## src/hw/rtl/crcgc_pkg.sv

```systemverilog
// types and constants shared by the crc unit
package crcgc_pkg;

  localparam int MAX_DEGREE = 32;
  localparam int REM_W      = (MAX_DEGREE < 32) ? MAX_DEGREE : 32;
  localparam int DEG_W      = $clog2(REM_W + 1);
  localparam int CFG_W      = 32;
  localparam int DEG_CFG_W  = 6;
  localparam int QDEPTH     = 4;
  localparam int QPTR_W     = $clog2(QDEPTH);
  localparam int QCNT_W     = $clog2(QDEPTH + 1);

  typedef enum logic [0:0] {
    REG_POLY_LOW = 1'b0,
    REG_DEGREE   = 1'b1
  } reg_idx_t;

  typedef enum logic [0:0] {
    FUNC_GEN   = 1'b0,
    FUNC_CHECK = 1'b1
  } func_t;

  typedef enum logic [0:0] {
    KIND_CODE    = 1'b0,
    KIND_VERDICT = 1'b1
  } kind_t;

  // one classified beat handed from front to back
  typedef struct packed {
    func_t            func;
    logic             data_bit;
    logic             last;
    logic             err;
    logic [REM_W-1:0] rem;   // remainder, msb of the check field at the top
    logic [DEG_W-1:0] n;     // effective degree
  } cmd_t;

  typedef struct packed {
    kind_t kind;
    logic  code_bit;
    logic  error;
    logic  end_of_run;
  } res_t;

endpackage

```

## src/hw/rtl/crcgc_front.sv

```systemverilog
// front: config registers, remainder update and beat classification
module crcgc_front import crcgc_pkg::*; (
  input  logic             clk,
  input  logic             rst,
  input  logic             cfg_wr_en,
  input  logic [0:0]       cfg_index,
  input  logic [CFG_W-1:0] cfg_data,
  input  logic             accept,
  input  logic             func,
  input  logic             data_bit,
  input  logic             last,
  output logic             cmd_push,
  output cmd_t             cmd
);

  logic [CFG_W-1:0]     poly_low;
  logic [DEG_CFG_W-1:0] degree;
  logic [REM_W-1:0]     remainder;

  logic [DEG_W-1:0] n;
  logic [REM_W-1:0] mask, top_mask, r, g, nr;
  logic             top, fb;

  always_ff @(posedge clk) begin
    if (rst) begin
      poly_low <= CFG_W'(3);
      degree   <= DEG_CFG_W'(4);
    end else if (cfg_wr_en) begin
      unique case (reg_idx_t'(cfg_index))
        REG_POLY_LOW: poly_low <= cfg_data;
        REG_DEGREE:   degree   <= cfg_data[DEG_CFG_W-1:0];
        default: ;
      endcase
    end
  end

  // degree clamped to 1..REM_W
  always_comb begin
    if (degree == '0) n = DEG_W'(1);
    else if (degree > DEG_CFG_W'(REM_W)) n = DEG_W'(REM_W);
    else n = degree[DEG_W-1:0];
  end

  assign mask     = ~({REM_W{1'b1}} << n);
  assign top_mask = mask ^ (mask >> 1);
  assign r        = remainder & mask;
  assign g        = poly_low[REM_W-1:0] & mask;
  assign top      = |(r & top_mask);
  assign fb       = top ^ data_bit;

  always_comb begin
    if (func_t'(func) == FUNC_GEN) begin
      nr = ((r << 1) & mask) ^ ({REM_W{fb}} & g);
    end else begin
      nr = (((r << 1) | REM_W'(data_bit)) & mask) ^ ({REM_W{top}} & g);
    end
  end

  always_ff @(posedge clk) begin
    if (rst) begin
      remainder <= '0;
    end else if (accept) begin
      remainder <= last ? '0 : nr;
    end
  end

  // check beats other than the last give nothing to the back
  assign cmd_push     = accept && ((func_t'(func) == FUNC_GEN) || last);
  assign cmd.func     = func_t'(func);
  assign cmd.data_bit = data_bit;
  assign cmd.last     = last;
  assign cmd.err      = |nr;
  assign cmd.rem      = nr << (DEG_W'(REM_W) - n);
  assign cmd.n        = n;

endmodule

```

## src/hw/rtl/crcgc_queue.sv

```systemverilog
// short command queue between front and back
module crcgc_queue import crcgc_pkg::*; (
  input  logic clk,
  input  logic rst,
  input  logic push,
  input  cmd_t push_data,
  output logic full,
  input  logic pop,
  output logic empty,
  output cmd_t head
);

  cmd_t              entries [QDEPTH];
  logic [QPTR_W-1:0] wr_ptr, rd_ptr;
  logic [QCNT_W-1:0] count;

  assign full  = (count == QCNT_W'(QDEPTH));
  assign empty = (count == '0);
  assign head  = entries[rd_ptr];

  always_ff @(posedge clk) begin
    if (push) entries[wr_ptr] <= push_data;
  end

  always_ff @(posedge clk) begin
    if (rst) begin
      wr_ptr <= '0;
      rd_ptr <= '0;
      count  <= '0;
    end else begin
      if (push) wr_ptr <= wr_ptr + QPTR_W'(1);
      if (pop)  rd_ptr <= rd_ptr + QPTR_W'(1);
      case ({push, pop})
        2'b10:   count <= count + QCNT_W'(1);
        2'b01:   count <= count - QCNT_W'(1);
        default: count <= count;
      endcase
    end
  end

endmodule

```

## src/hw/rtl/crcgc_back.sv

```systemverilog
// back: result register and check-bit serialiser
module crcgc_back import crcgc_pkg::*; (
  input  logic clk,
  input  logic rst,
  input  logic q_empty,
  input  cmd_t q_head,
  output logic q_pop,
  output logic out_valid,
  output res_t res,
  input  logic pop
);

  logic [DEG_W-1:0] ser_cnt;
  logic [REM_W-1:0] ser_sh;
  logic             adv;

  assign adv   = !out_valid || pop;
  assign q_pop = adv && (ser_cnt == '0) && !q_empty;

  always_ff @(posedge clk) begin
    if (rst) begin
      out_valid <= 1'b0;
      ser_cnt   <= '0;
    end else if (adv) begin
      if (ser_cnt != '0) begin
        out_valid <= 1'b1;
        ser_cnt   <= ser_cnt - DEG_W'(1);
      end else if (!q_empty) begin
        out_valid <= 1'b1;
        if (q_head.func == FUNC_GEN && q_head.last) ser_cnt <= q_head.n;
      end else begin
        out_valid <= 1'b0;
      end
    end
  end

  // payload, no reset
  always_ff @(posedge clk) begin
    if (adv) begin
      if (ser_cnt != '0) begin
        res.kind       <= KIND_CODE;
        res.code_bit   <= ser_sh[REM_W-1];
        res.error      <= 1'b0;
        res.end_of_run <= (ser_cnt == DEG_W'(1));
        ser_sh         <= ser_sh << 1;
      end else if (!q_empty) begin
        if (q_head.func == FUNC_CHECK) begin
          res.kind       <= KIND_VERDICT;
          res.code_bit   <= 1'b0;
          res.error      <= q_head.err;
          res.end_of_run <= 1'b1;
        end else begin
          res.kind       <= KIND_CODE;
          res.code_bit   <= q_head.data_bit;
          res.error      <= 1'b0;
          res.end_of_run <= !q_head.last;
        end
        ser_sh <= q_head.rem;
      end
    end
  end

endmodule

```

## src/hw/rtl/crc_generate_and_check_unit.sv

```systemverilog
// top level of the bit-serial crc generate and check unit
//
//   channel   direction  handshake             beat
//   input     in         push / full           func, data_bit, last
//   result    out        empty / pop           kind, code_bit, error, end_of_run
//   config    in         cfg_wr_en             cfg_index, cfg_data
//
// one input bit is taken per cycle while full is low; the remainder shift and xor in the front
// are combinational, and the remainder register updates on each accepted bit
// results leave at one per cycle while pop is high; a generate last bit yields clamped degree+1
// results, so the back's serialiser sets the pace while the queue fills
// the back registers each result from the command at the queue head into its result register
// rst is synchronous; after it the queue and result register are empty
// full rises when the four-entry queue is full; pop low holds the result
module crc_generate_and_check_unit import crcgc_pkg::*; (
  input  logic             clk,
  input  logic             rst,
  // configuration
  input  logic             cfg_wr_en,
  input  logic [0:0]       cfg_index,
  input  logic [CFG_W-1:0] cfg_data,
  // input side
  input  logic             push,
  output logic             full,
  input  logic             func,
  input  logic             data_bit,
  input  logic             last,
  // result side
  output logic             empty,
  input  logic             pop,
  output logic             kind,
  output logic             code_bit,
  output logic             error,
  output logic             end_of_run
);

  logic accept;
  logic cmd_push;
  cmd_t cmd;
  logic q_empty, q_pop;
  cmd_t q_head;
  logic out_valid;
  res_t res;

  // input beat taken when the queue has room
  assign accept = push && !full;

  crcgc_front u_front (
    .clk       (clk),
    .rst       (rst),
    .cfg_wr_en (cfg_wr_en),
    .cfg_index (cfg_index),
    .cfg_data  (cfg_data),
    .accept    (accept),
    .func      (func),
    .data_bit  (data_bit),
    .last      (last),
    .cmd_push  (cmd_push),
    .cmd       (cmd)
  );

  // decouples the front, one bit a cycle unless held by full, from the serialising back
  crcgc_queue u_queue (
    .clk       (clk),
    .rst       (rst),
    .push      (cmd_push),
    .push_data (cmd),
    .full      (full),
    .pop       (q_pop),
    .empty     (q_empty),
    .head      (q_head)
  );

  crcgc_back u_back (
    .clk       (clk),
    .rst       (rst),
    .q_empty   (q_empty),
    .q_head    (q_head),
    .q_pop     (q_pop),
    .out_valid (out_valid),
    .res       (res),
    .pop       (pop)
  );

  // result beat straight from the output register
  assign empty      = !out_valid;
  assign kind       = res.kind;
  assign code_bit   = res.code_bit;
  assign error      = res.error;
  assign end_of_run = res.end_of_run;

endmodule

```

## config.mk

```make
export PLATFORM = sky130hd
export DESIGN_NAME = crc_generate_and_check_unit
export DESIGN_NICKNAME = d
export VERILOG_FILES = /design/src/hw/rtl/crcgc_pkg.sv /design/src/hw/rtl/crcgc_front.sv /design/src/hw/rtl/crcgc_queue.sv /design/src/hw/rtl/crcgc_back.sv /design/src/hw/rtl/crc_generate_and_check_unit.sv
export SDC_FILE = /design/constraint.sdc
export NUM_CORES = 1
export LEC_CHECK = 0
export BUFFER_PORTS_ARGS = -buffer_cell sky130_fd_sc_hd__buf_4
export CORE_MARGIN = 5
export CORE_UTILIZATION = 51
export DETAILED_ROUTE_END_ITERATION = 10
export PLACE_DENSITY = 0.67
export SYNTH_ARGS = -nofsm -noshare
export SYNTH_HDL_FRONTEND = slang
export SYNTH_HIERARCHICAL = 1
export SYNTH_SLANG_ARGS = --single-unit
```

## constraint.sdc

```tcl
create_clock -name clk -period 10.8 [get_ports clk]
set_input_delay 1.08 -clock clk [delete_from_list [all_inputs] [get_ports clk]]
set_output_delay 1.08 -clock clk [all_outputs]
set_load 0.02 [all_outputs]
```

==> results of run 1 <==
## layout make-up
type	instances	area (um^2)
Tap cell	384	480
Timing Repair Buffer	71	533
Clock buffer	38	781
Fill cell	2436	12400
Multi-Input combinational cell	942	6550
Clock inverter	18	178
Inverter	28	105
Sequential cell	290	7850
## state kept, by name, summed over array words and instances (netlist names), named ones only
register	count
u_queue/entries	168
u_back/ser_sh	32
u_front/poly_low	32
u_front/remainder	32
u_back/ser_cnt	6
u_front/degree	6
u_back/res	4
u_queue/count	3
u_queue/rd_ptr	2
u_queue/wr_ptr	2
u_back/out_valid	1
## final timing paths
path                                 end                  from  cells after the start  slack (ps)
hold reg to reg     u_front/poly_low[25]  u_front/poly_low[25]                      2         460
setup reg to reg  u_queue/entries[0][18]     u_front/degree[3]                     16        3570
setup / recovery  u_queue/entries[0][18]     u_front/degree[3]                     16        3570
hold / removal      u_front/poly_low[25]  u_front/poly_low[25]                      2         460
## power by group through the flow
stage / combinational (mW) / clock (mW) / sequential, mW
2_1_floorplan: 0.688 / 0 / 1.50
3_3_place_gp: 0.911 / 0 / 1.50
3_5_place_dp: 0.914 / 0 / 1.50
4_1_cts: 0.920 / 1.02 / 1.48
5_1_grt: 1.00 / 1.07 / 1.49
6_report: 0.914 / 0.994 / 1.48
## routing by layer
metal | routed length [um] | up-vias | track usage
met5 | 0 | - | 0
met4 | 1700 | 0 | 0.0850
met3 | 3420 | 97 | 0.0503
met2 | 18300 | 537 | 0.367
met1 | 17600 | 5483 | 0.353
li1 | - | 5141 | -
## critical path, stage by stage, from the launching register on
cell and delay [ps]:
sky130_fd_sc_hd__dfxtp_1 620, sky130_fd_sc_hd__nor4_1 380, sky130_fd_sc_hd__nor2_1 90, sky130_fd_sc_hd__nor2_2 80, sky130_fd_sc_hd__buf_4 320, sky130_fd_sc_hd__ha_1 740
sky130_fd_sc_hd__and4b_1 290, sky130_fd_sc_hd__o211ai_2 150, sky130_fd_sc_hd__o211ai_1 160, sky130_fd_sc_hd__nor4_2 640, sky130_fd_sc_hd__nand3_2 840, sky130_fd_sc_hd__a31o_2 530
sky130_fd_sc_hd__a21oi_1 460, sky130_fd_sc_hd__mux2i_1 340, sky130_fd_sc_hd__mux4_2 570, sky130_fd_sc_hd__and2_1 190, sky130_fd_sc_hd__a211oi_1 510
## logic make-up after synthesis
kind of cell,after synthesis,synth area share
fa+ha+maj,12,0.0105
buf+inv,128,0.0406
flops,290,0.524
xor+xnor,12,0.00702
mux,106,0.117
simple gates,527,0.172
compound gates,285,0.129
## cells in the final DEF, fill, tap and decap left out, types with 29 or more instances in the layout
cell	instances
sky130_fd_sc_hd__nand2_1	244
sky130_fd_sc_hd__edfxtp_1	204
sky130_fd_sc_hd__dfxtp_1	84
sky130_fd_sc_hd__a21oi_1	82
sky130_fd_sc_hd__nor2_1	79
sky130_fd_sc_hd__buf_4	71
sky130_fd_sc_hd__mux4_2	50
sky130_fd_sc_hd__mux2i_1	32
sky130_fd_sc_hd__clkbuf_16	30
sky130_fd_sc_hd__nand4_1	29
## stage by stage
step,utilization,instances,power [mW]
5_1_grt,0.571,1771,3.57
6_report,0.571,1771,3.39
4_1_cts,0.571,1771,3.42
3_3_place_gp,0.538,1715,2.41
3_5_place_dp,0.538,1715,2.42
2_1_floorplan,-,1360,2.18
==> summary.md, run 1 <==
VDD sags by at most 0.110 mV. The first global-routing pass estimated 63,600 um of wire. The vertical die dimension came out at 181 um. The number of antenna violations at the first check in global routing was 0; the setup TNS was 0 ps.

Pin placement for this block handled 47 I/O pins. The die is 181 um wide. Hold violation count in the final report: 0.

After synthesis, the netlist uses 97 different library cells. Summed over all cells, the static leakage comes to 5.81 nW. Buffers inserted to repair hold after CTS numbered 0. The sequential element share of the synthesized area is 0.524. For this run, the post-layout net count is 1,416.

Count of nets left with antenna violations after detail routing: 0. The congestion estimate from routability-driven global placement came to 0.982. Hold timing on the final database bottoms out at a slack of 464 ps.

The share of async-settable or async-resettable flops after synthesis works out to 0. The analysis attributes to net switching a power of 1.08 mW. Final count of pins violating max slew: 0.

The run finished with clean final reports. Before antenna repair, the detailed router went through 6 iterations. At the pin with the least slew margin, the transition time is 1050 ps. In the routed design, unresolved DRC markers number 0. After global routing the overflow that remains totals 0.

The via count normalized by instance count is 6.36. The most common cell in the synthesized netlist is sky130_fd_sc_hd__nand2_1. The clock network fraction of total power came out at 0.293. The commonest cells after synthesis are sky130_fd_sc_hd__nand2_1 (244), sky130_fd_sc_hd__edfxtp_1 (204), sky130_fd_sc_hd__dfxtp_1 (86). In this run the cell area measured after placement is 15,500 um^2. The worst slew margin relative to its limit is 0.300. The buffer depth of the longest clock path is 3, and the number of buffers added for setup after CTS is 0.

Summed over all layers, the routed wires come to 41,000 um. The final routed wire length divided by cell count is 23.2 um. STA classifies the critical path startpoint as a flop.

For the count of H-tree levels built during CTS, the log shows 1. In the post-synthesis netlist, the biggest area contributors are sky130_fd_sc_hd__edfxtp_1 (41%), sky130_fd_sc_hd__dfxtp_1 (11%), sky130_fd_sc_hd__mux4_2 (7.5%), sky130_fd_sc_hd__nand2_1 (6.1%), sky130_fd_sc_hd__a21oi_1 (2.8%). For this run, the number of Yosys warnings is 6.

The run gives 0.519 as the initial standard-cell utilization of the core. TritonCTS built the clock tree. The post-route cell area is 16,500 um^2. Count of clock tree sinks: 290. The share of the clock period used by the worst path came out at 0.669. Top-area cell type share of the netlist area: 0.409. The number of global-route vias before repair was 10,549; the maximum fanout count along the critical path was 44. The internal portion of the total power is 2.31 mW. The worst path required time came out at 11,080 ps. Summing every instance area after synthesis gives 15,000 um^2.

The min-delay analysis places its worst path in the category flop to flop. At the placement stage, the worst setup path has a slack of 3810 ps. Static timing analysis puts the maximum clock frequency at 138 MHz. The tools report the number of violations reported at the end of detailed-routing iteration 0 as 1,458.

The average instance in the mapped netlist occupies 11.0 um^2. The tools report the root cell of the clock tree as sky130_fd_sc_hd__clkbuf_16. The run gives 0.437 as the power share of the sequential group. Setup repair after global routing left no endpoint under its margin. From synthesis to final layout, the design area changed by 10.0%.

The number of nets in the synthesized netlist is 1,413. The core region is 28,900 um^2. The final route contains 11,258 vias.

Final critical path time including I/O delays and setup: 7230 ps. The run gives 0 as the final antenna diode count. Across all setup checks in the final design, the least slack found is 3570 ps. The aggregate global-route resource usage was 0.244. Max-cap violations in this run came to 0. In this run, synthesis inferred 204 flip-flops with an integrated enable.

The switching share of power came out at 0.317. After synthesis the netlist holds a flip-flop and latch count of 290. The initialized floorplan defines 62 standard-cell rows.

Clock-pin slew was measured on the worst setup and hold paths at 60 ps. In this run the tool buffered the top-level ports with 46 buffer cells. For the final HPWL from detailed placement, the log shows 28,100 um. The setup path with the least slack is of type flop to flop.

Once the clock tree was built, the resizer swapped 0 gates to a different size. Entering global routing, the biggest net connects 86 pins. The die covers 32,900 um^2.

The worst setup path is captured at a flop. In the synthesized netlist, the number of instances is 1,360. Power density over cell area: 206 nW/um^2. The part of the power in combinational logic is 0.270.

STA puts the critical path data arrival time at 7510 ps. The share of post-route cells with drive strength above 1 came out at 0.169. Across the routed clock network, the largest skew measured is 19.9 ps. Among all flip-flop cells after synthesis, the most frequent one is sky130_fd_sc_hd__edfxtp_1.

The largest total area in the synthesized netlist belongs to sky130_fd_sc_hd__edfxtp_1. Setup violations remaining at the end of the flow were counted as 0. For the number of buffers created by CTS, the log shows 30. At the later pin of the worst-skew pair, clock insertion delay measures 570 ps.
(Power assumes the default switching activity.)
==> inputs of run 2 (changes only) <==
- PLACE_DENSITY: 0.67 -> 0.7
- clock period: 10.8 -> 6.2 ns (I/O delays scaled with it)
==> summary.md, run 2 (synthesized netlist as in run 1, its figures left out) <==
Register bank with the most flops: u_queue/entries. The clock skew was 15.8 ps (-4.15 ps). The number of global-route vias before repair came out at 10,863 (+3.0%).

Number of nets in the finished design: 1,436 (+1.4%). The share of post-route cells with drive strength above 1 is 0.180 (+0.0106), and the flip-flop count of the largest register after layout is 168 (unchanged). The tools report the cell total after placement as 1,734 (+1.1%). Root cell of the clock tree: sky130_fd_sc_hd__clkbuf_16. The endpoint of the worst setup timing path was u_queue/entries[3][18]. The tools report the max capacitance violation total as 0 (unchanged). The worst path required time came out at 6470 ps (-4610 ps). The largest stage delay on the critical path was 640 ps (-200 ps).

The number of detailed-route iterations in the first pass is 6 (unchanged). The number of vias in the routed layout is 11,386 (+1.1%). For the count of H-tree levels built during CTS, the log shows 1 (unchanged).

The flow ran to the end, and the final reports show no timing, DRC or antenna violations. The top-level port count was 47 (unchanged). After global routing, the most crowded layer is met2. The run gives 7850 um^2 (unchanged) as the area of all sequential standard cells. The placer's final routability congestion estimate came out at 1.02 (+3.6%).

The standard cell core area is 28,900 um^2 (unchanged). Vertical die dimension: 181 um (unchanged). The critical-path cell with the highest stage delay is sky130_fd_sc_hd__o21ai_4.

The minimum setup slack in the final design is 363 ps (-3210 ps), and the final critical path time including I/O delays and setup is 5840 ps (-1390 ps). Worst slew margin relative to its limit: 0.188 (-0.112). The cell family contributing the most delay on the critical path is compound AO/OA/AOI/OAI gates. For the buffer depth of the longest clock path, the log shows 3 (unchanged).

The critical path start-end classification was flop to flop. The logs give 41,500 um (+1.1%) for the post-detailed-routing wire length and 290 (unchanged) for the count of clock tree sinks. The launch point of the worst path is u_front/degree[1].

The number of buffers and inverters on the critical path is 2 (+1), and the setup TNS is 0 ps (unchanged). The library cells used most frequently in the layout, excluding fill and tap cells, are sky130_fd_sc_hd__nand2_1 (244), sky130_fd_sc_hd__edfxtp_1 (204), sky130_fd_sc_hd__buf_4 (90), sky130_fd_sc_hd__dfxtp_1 (84), sky130_fd_sc_hd__a21oi_1 (82). The tools report the count of nets left with antenna violations after detail routing as 0 (unchanged). The tools report the critical path capture point type as a flop. Class of the tightest hold or removal check: input port to flop. For the number of placement rows, the log shows 62 (unchanged). The tools report the aggregate global-route resource usage as 0.246 (+0.00201). The final count of pins violating max slew was 0 (unchanged); the initial standard-cell utilization of the core was 0.519 (unchanged). The run gives 6110 ps (-1400 ps) as the arrival time at the worst endpoint. TritonCTS built the clock tree.

The area growth from synthesis to layout works out to 11.6%. The tools report the beginning of the worst register-to-register path as u_front/degree[1]. The clock transition time at the flip-flop clock pins of the worst setup and hold paths is 60 ps (about the same). Critical path depth in cells: 15 (-1). The endpoint identified for the worst register-to-register timing path is u_queue/entries[3][18]. The logs give 86 (unchanged) for the largest net degree at the start of global routing and 1,104 (-24%) for the number of violations reported at the end of detailed-routing iteration 0. The via count normalized by instance count was 6.36 (+0.12%). The critical path goes through buf_4 -> nand2_1 -> inv_1 -> ha_1 -> and4b_1 -> a31oi_1 -> o22ai_1 -> or4_1 -> o21ai_4 -> nand3_1 -> mux2i_2 -> mux2i_1 -> mux4_2 -> and2_1 -> a211oi_1. The number of hold buffers added after CTS is 0 (unchanged). The logs give 0 (unchanged) for the post-cts repair resize count and 0 (unchanged) for the number of antenna violations at the first check in global routing. Leaving out fill and tap cells, the most frequent cell in the layout is sky130_fd_sc_hd__nand2_1. Multi-input gate area in the final layout: 6550 um^2 (unchanged). Setup repair after global routing left no endpoint under its margin. The power density over cell area is 364 nW/um^2 (+77%), and the number of buffers created by CTS is 31 (+3.3%). The latest clock arrival within the worst-skew pair is 550 ps (-20 ps), and the final routed wire length divided by cell count is 23.2 um (about the same).

Number of buffers added for setup after CTS: 0 (unchanged). The met2 usage in global routing came out at 0.388 (+0.0205). Non-filler instance count after layout: 1,789 (+1.0%). The share of the clock period used by the worst path works out to 0.942 (+0.272). The tools report the leakage component of the power as 5.95 nW (+2.4%). The full die area is 32,900 um^2 (unchanged), and the x dimension of the die is 181 um (unchanged). The achievable clock frequency is 171 MHz (+24%).

The worst hold path depth was 3 (+1). The run gives 538 ps (-3280 ps) as the post-placement worst setup slack. The post-route DRC violation count came out at 0 (unchanged). STA classifies the critical path startpoint as a flop. Power consumption: 6.08 mW (+79%).

Final antenna diode count: 0 (unchanged). The worst IR drop on VDD is 0.273 mV (+150%). The slew at the pin closest to its max-slew limit was 1210 ps (+167 ps). The logic depth of the worst register-to-register path is 15 (-1), and the total of endpoints with negative setup slack in the final report is 0 (unchanged).

Routing usage on met1: 0.348 (-0.00422). The logs give 0.579 (+0.00806) for the core utilization of the finished layout and 64,100 um (+0.86%) for the first-pass GRT wire length. The run gives 360 ps (-3210 ps) as the setup slack of the most critical reg-to-reg path. The run gives 0 (unchanged) as the total congestion overflow after global routing. Met3 routing resource usage after global routing: 0.0376 (-0.0127).

The count of port buffers added during placement is 46 (unchanged), and the hold violation count in the final report is 0 (unchanged). Maximum fanout count along the critical path: 27 (-39%). For the final HPWL from detailed placement, the log shows 28,900 um (+2.8%). The total of fill cells in the finished design came out at 2,425 (-0.45%).
## run 2: changes by cell type in the layout (fill, tap and decap cells not counted), sizes merged
cell,before,now
buf,71,90
inv,28,29
clkinvlp,3,1
bufinv,2,6
clkinv,13,9
## run 2: layout make-up
cell class                      instances  area share
Clock buffer                           38      0.0480
Clock inverter                         17      0.0148
Inverter                               28     0.00629
Multi-Input combinational cell        942       0.392
Sequential cell                       290       0.470
Tap cell                              384      0.0288
Timing Repair Buffer                   90      0.0404
## run 2: through the flow
stage	hold slack [ps]	area, um^2
2_1_floorplan	432	15000
3_3_place_gp	447	15700
3_5_place_dp	460	15700
4_1_cts	285	16700
5_1_grt	298	16700
6_report	307	16700
## run 2: worst reg2reg max path, cell delays in order (launching register included)
cell	delay (ps)
sky130_fd_sc_hd__dfxtp_1	330
sky130_fd_sc_hd__buf_4	270
sky130_fd_sc_hd__nand2_1	120
sky130_fd_sc_hd__inv_1	210
sky130_fd_sc_hd__ha_1	540
sky130_fd_sc_hd__and4b_1	260
sky130_fd_sc_hd__a31oi_1	230
sky130_fd_sc_hd__o22ai_1	200
sky130_fd_sc_hd__or4_1	590
sky130_fd_sc_hd__o21ai_4	640
sky130_fd_sc_hd__nand3_1	250
sky130_fd_sc_hd__mux2i_2	430
sky130_fd_sc_hd__mux2i_1	270
sky130_fd_sc_hd__mux4_2	560
sky130_fd_sc_hd__and2_1	180
sky130_fd_sc_hd__a211oi_1	480
## run 2: layer usage
layer | routed length (um) | vias up
met3 | 3450 | 105
li1 | - | 5173
met5 | 0 | -
met4 | 1540 | 0
met1 | 17500 | 5577
met2 | 19000 | 531
## run 2: how the worst min path moves through the flow
stage | start | end | slack [ps]
floorplan | u_front/poly_low[15] | u_front/poly_low[15] | 430
global route | cfg_data[10] | u_front/poly_low[10] | 300
global placement | u_front/poly_low[7] | u_front/poly_low[7] | 450
CTS | cfg_data[20] | u_front/poly_low[20] | 280
finish | cfg_data[22] | u_front/poly_low[22] | 310
detailed placement | u_front/poly_low[7] | u_front/poly_low[7] | 460
## run 2: where the power goes
| group | leakage [nW] | total [mW] | internal (mW) | switching (mW) |
|---|---|---|---|---|
| combinational | 2.81 | 1.59 | 0.579 | 1.02 |
| clock | 0.504 | 1.90 | 1.17 | 0.737 |
| sequential | 2.64 | 2.58 | 2.47 | 0.110 |
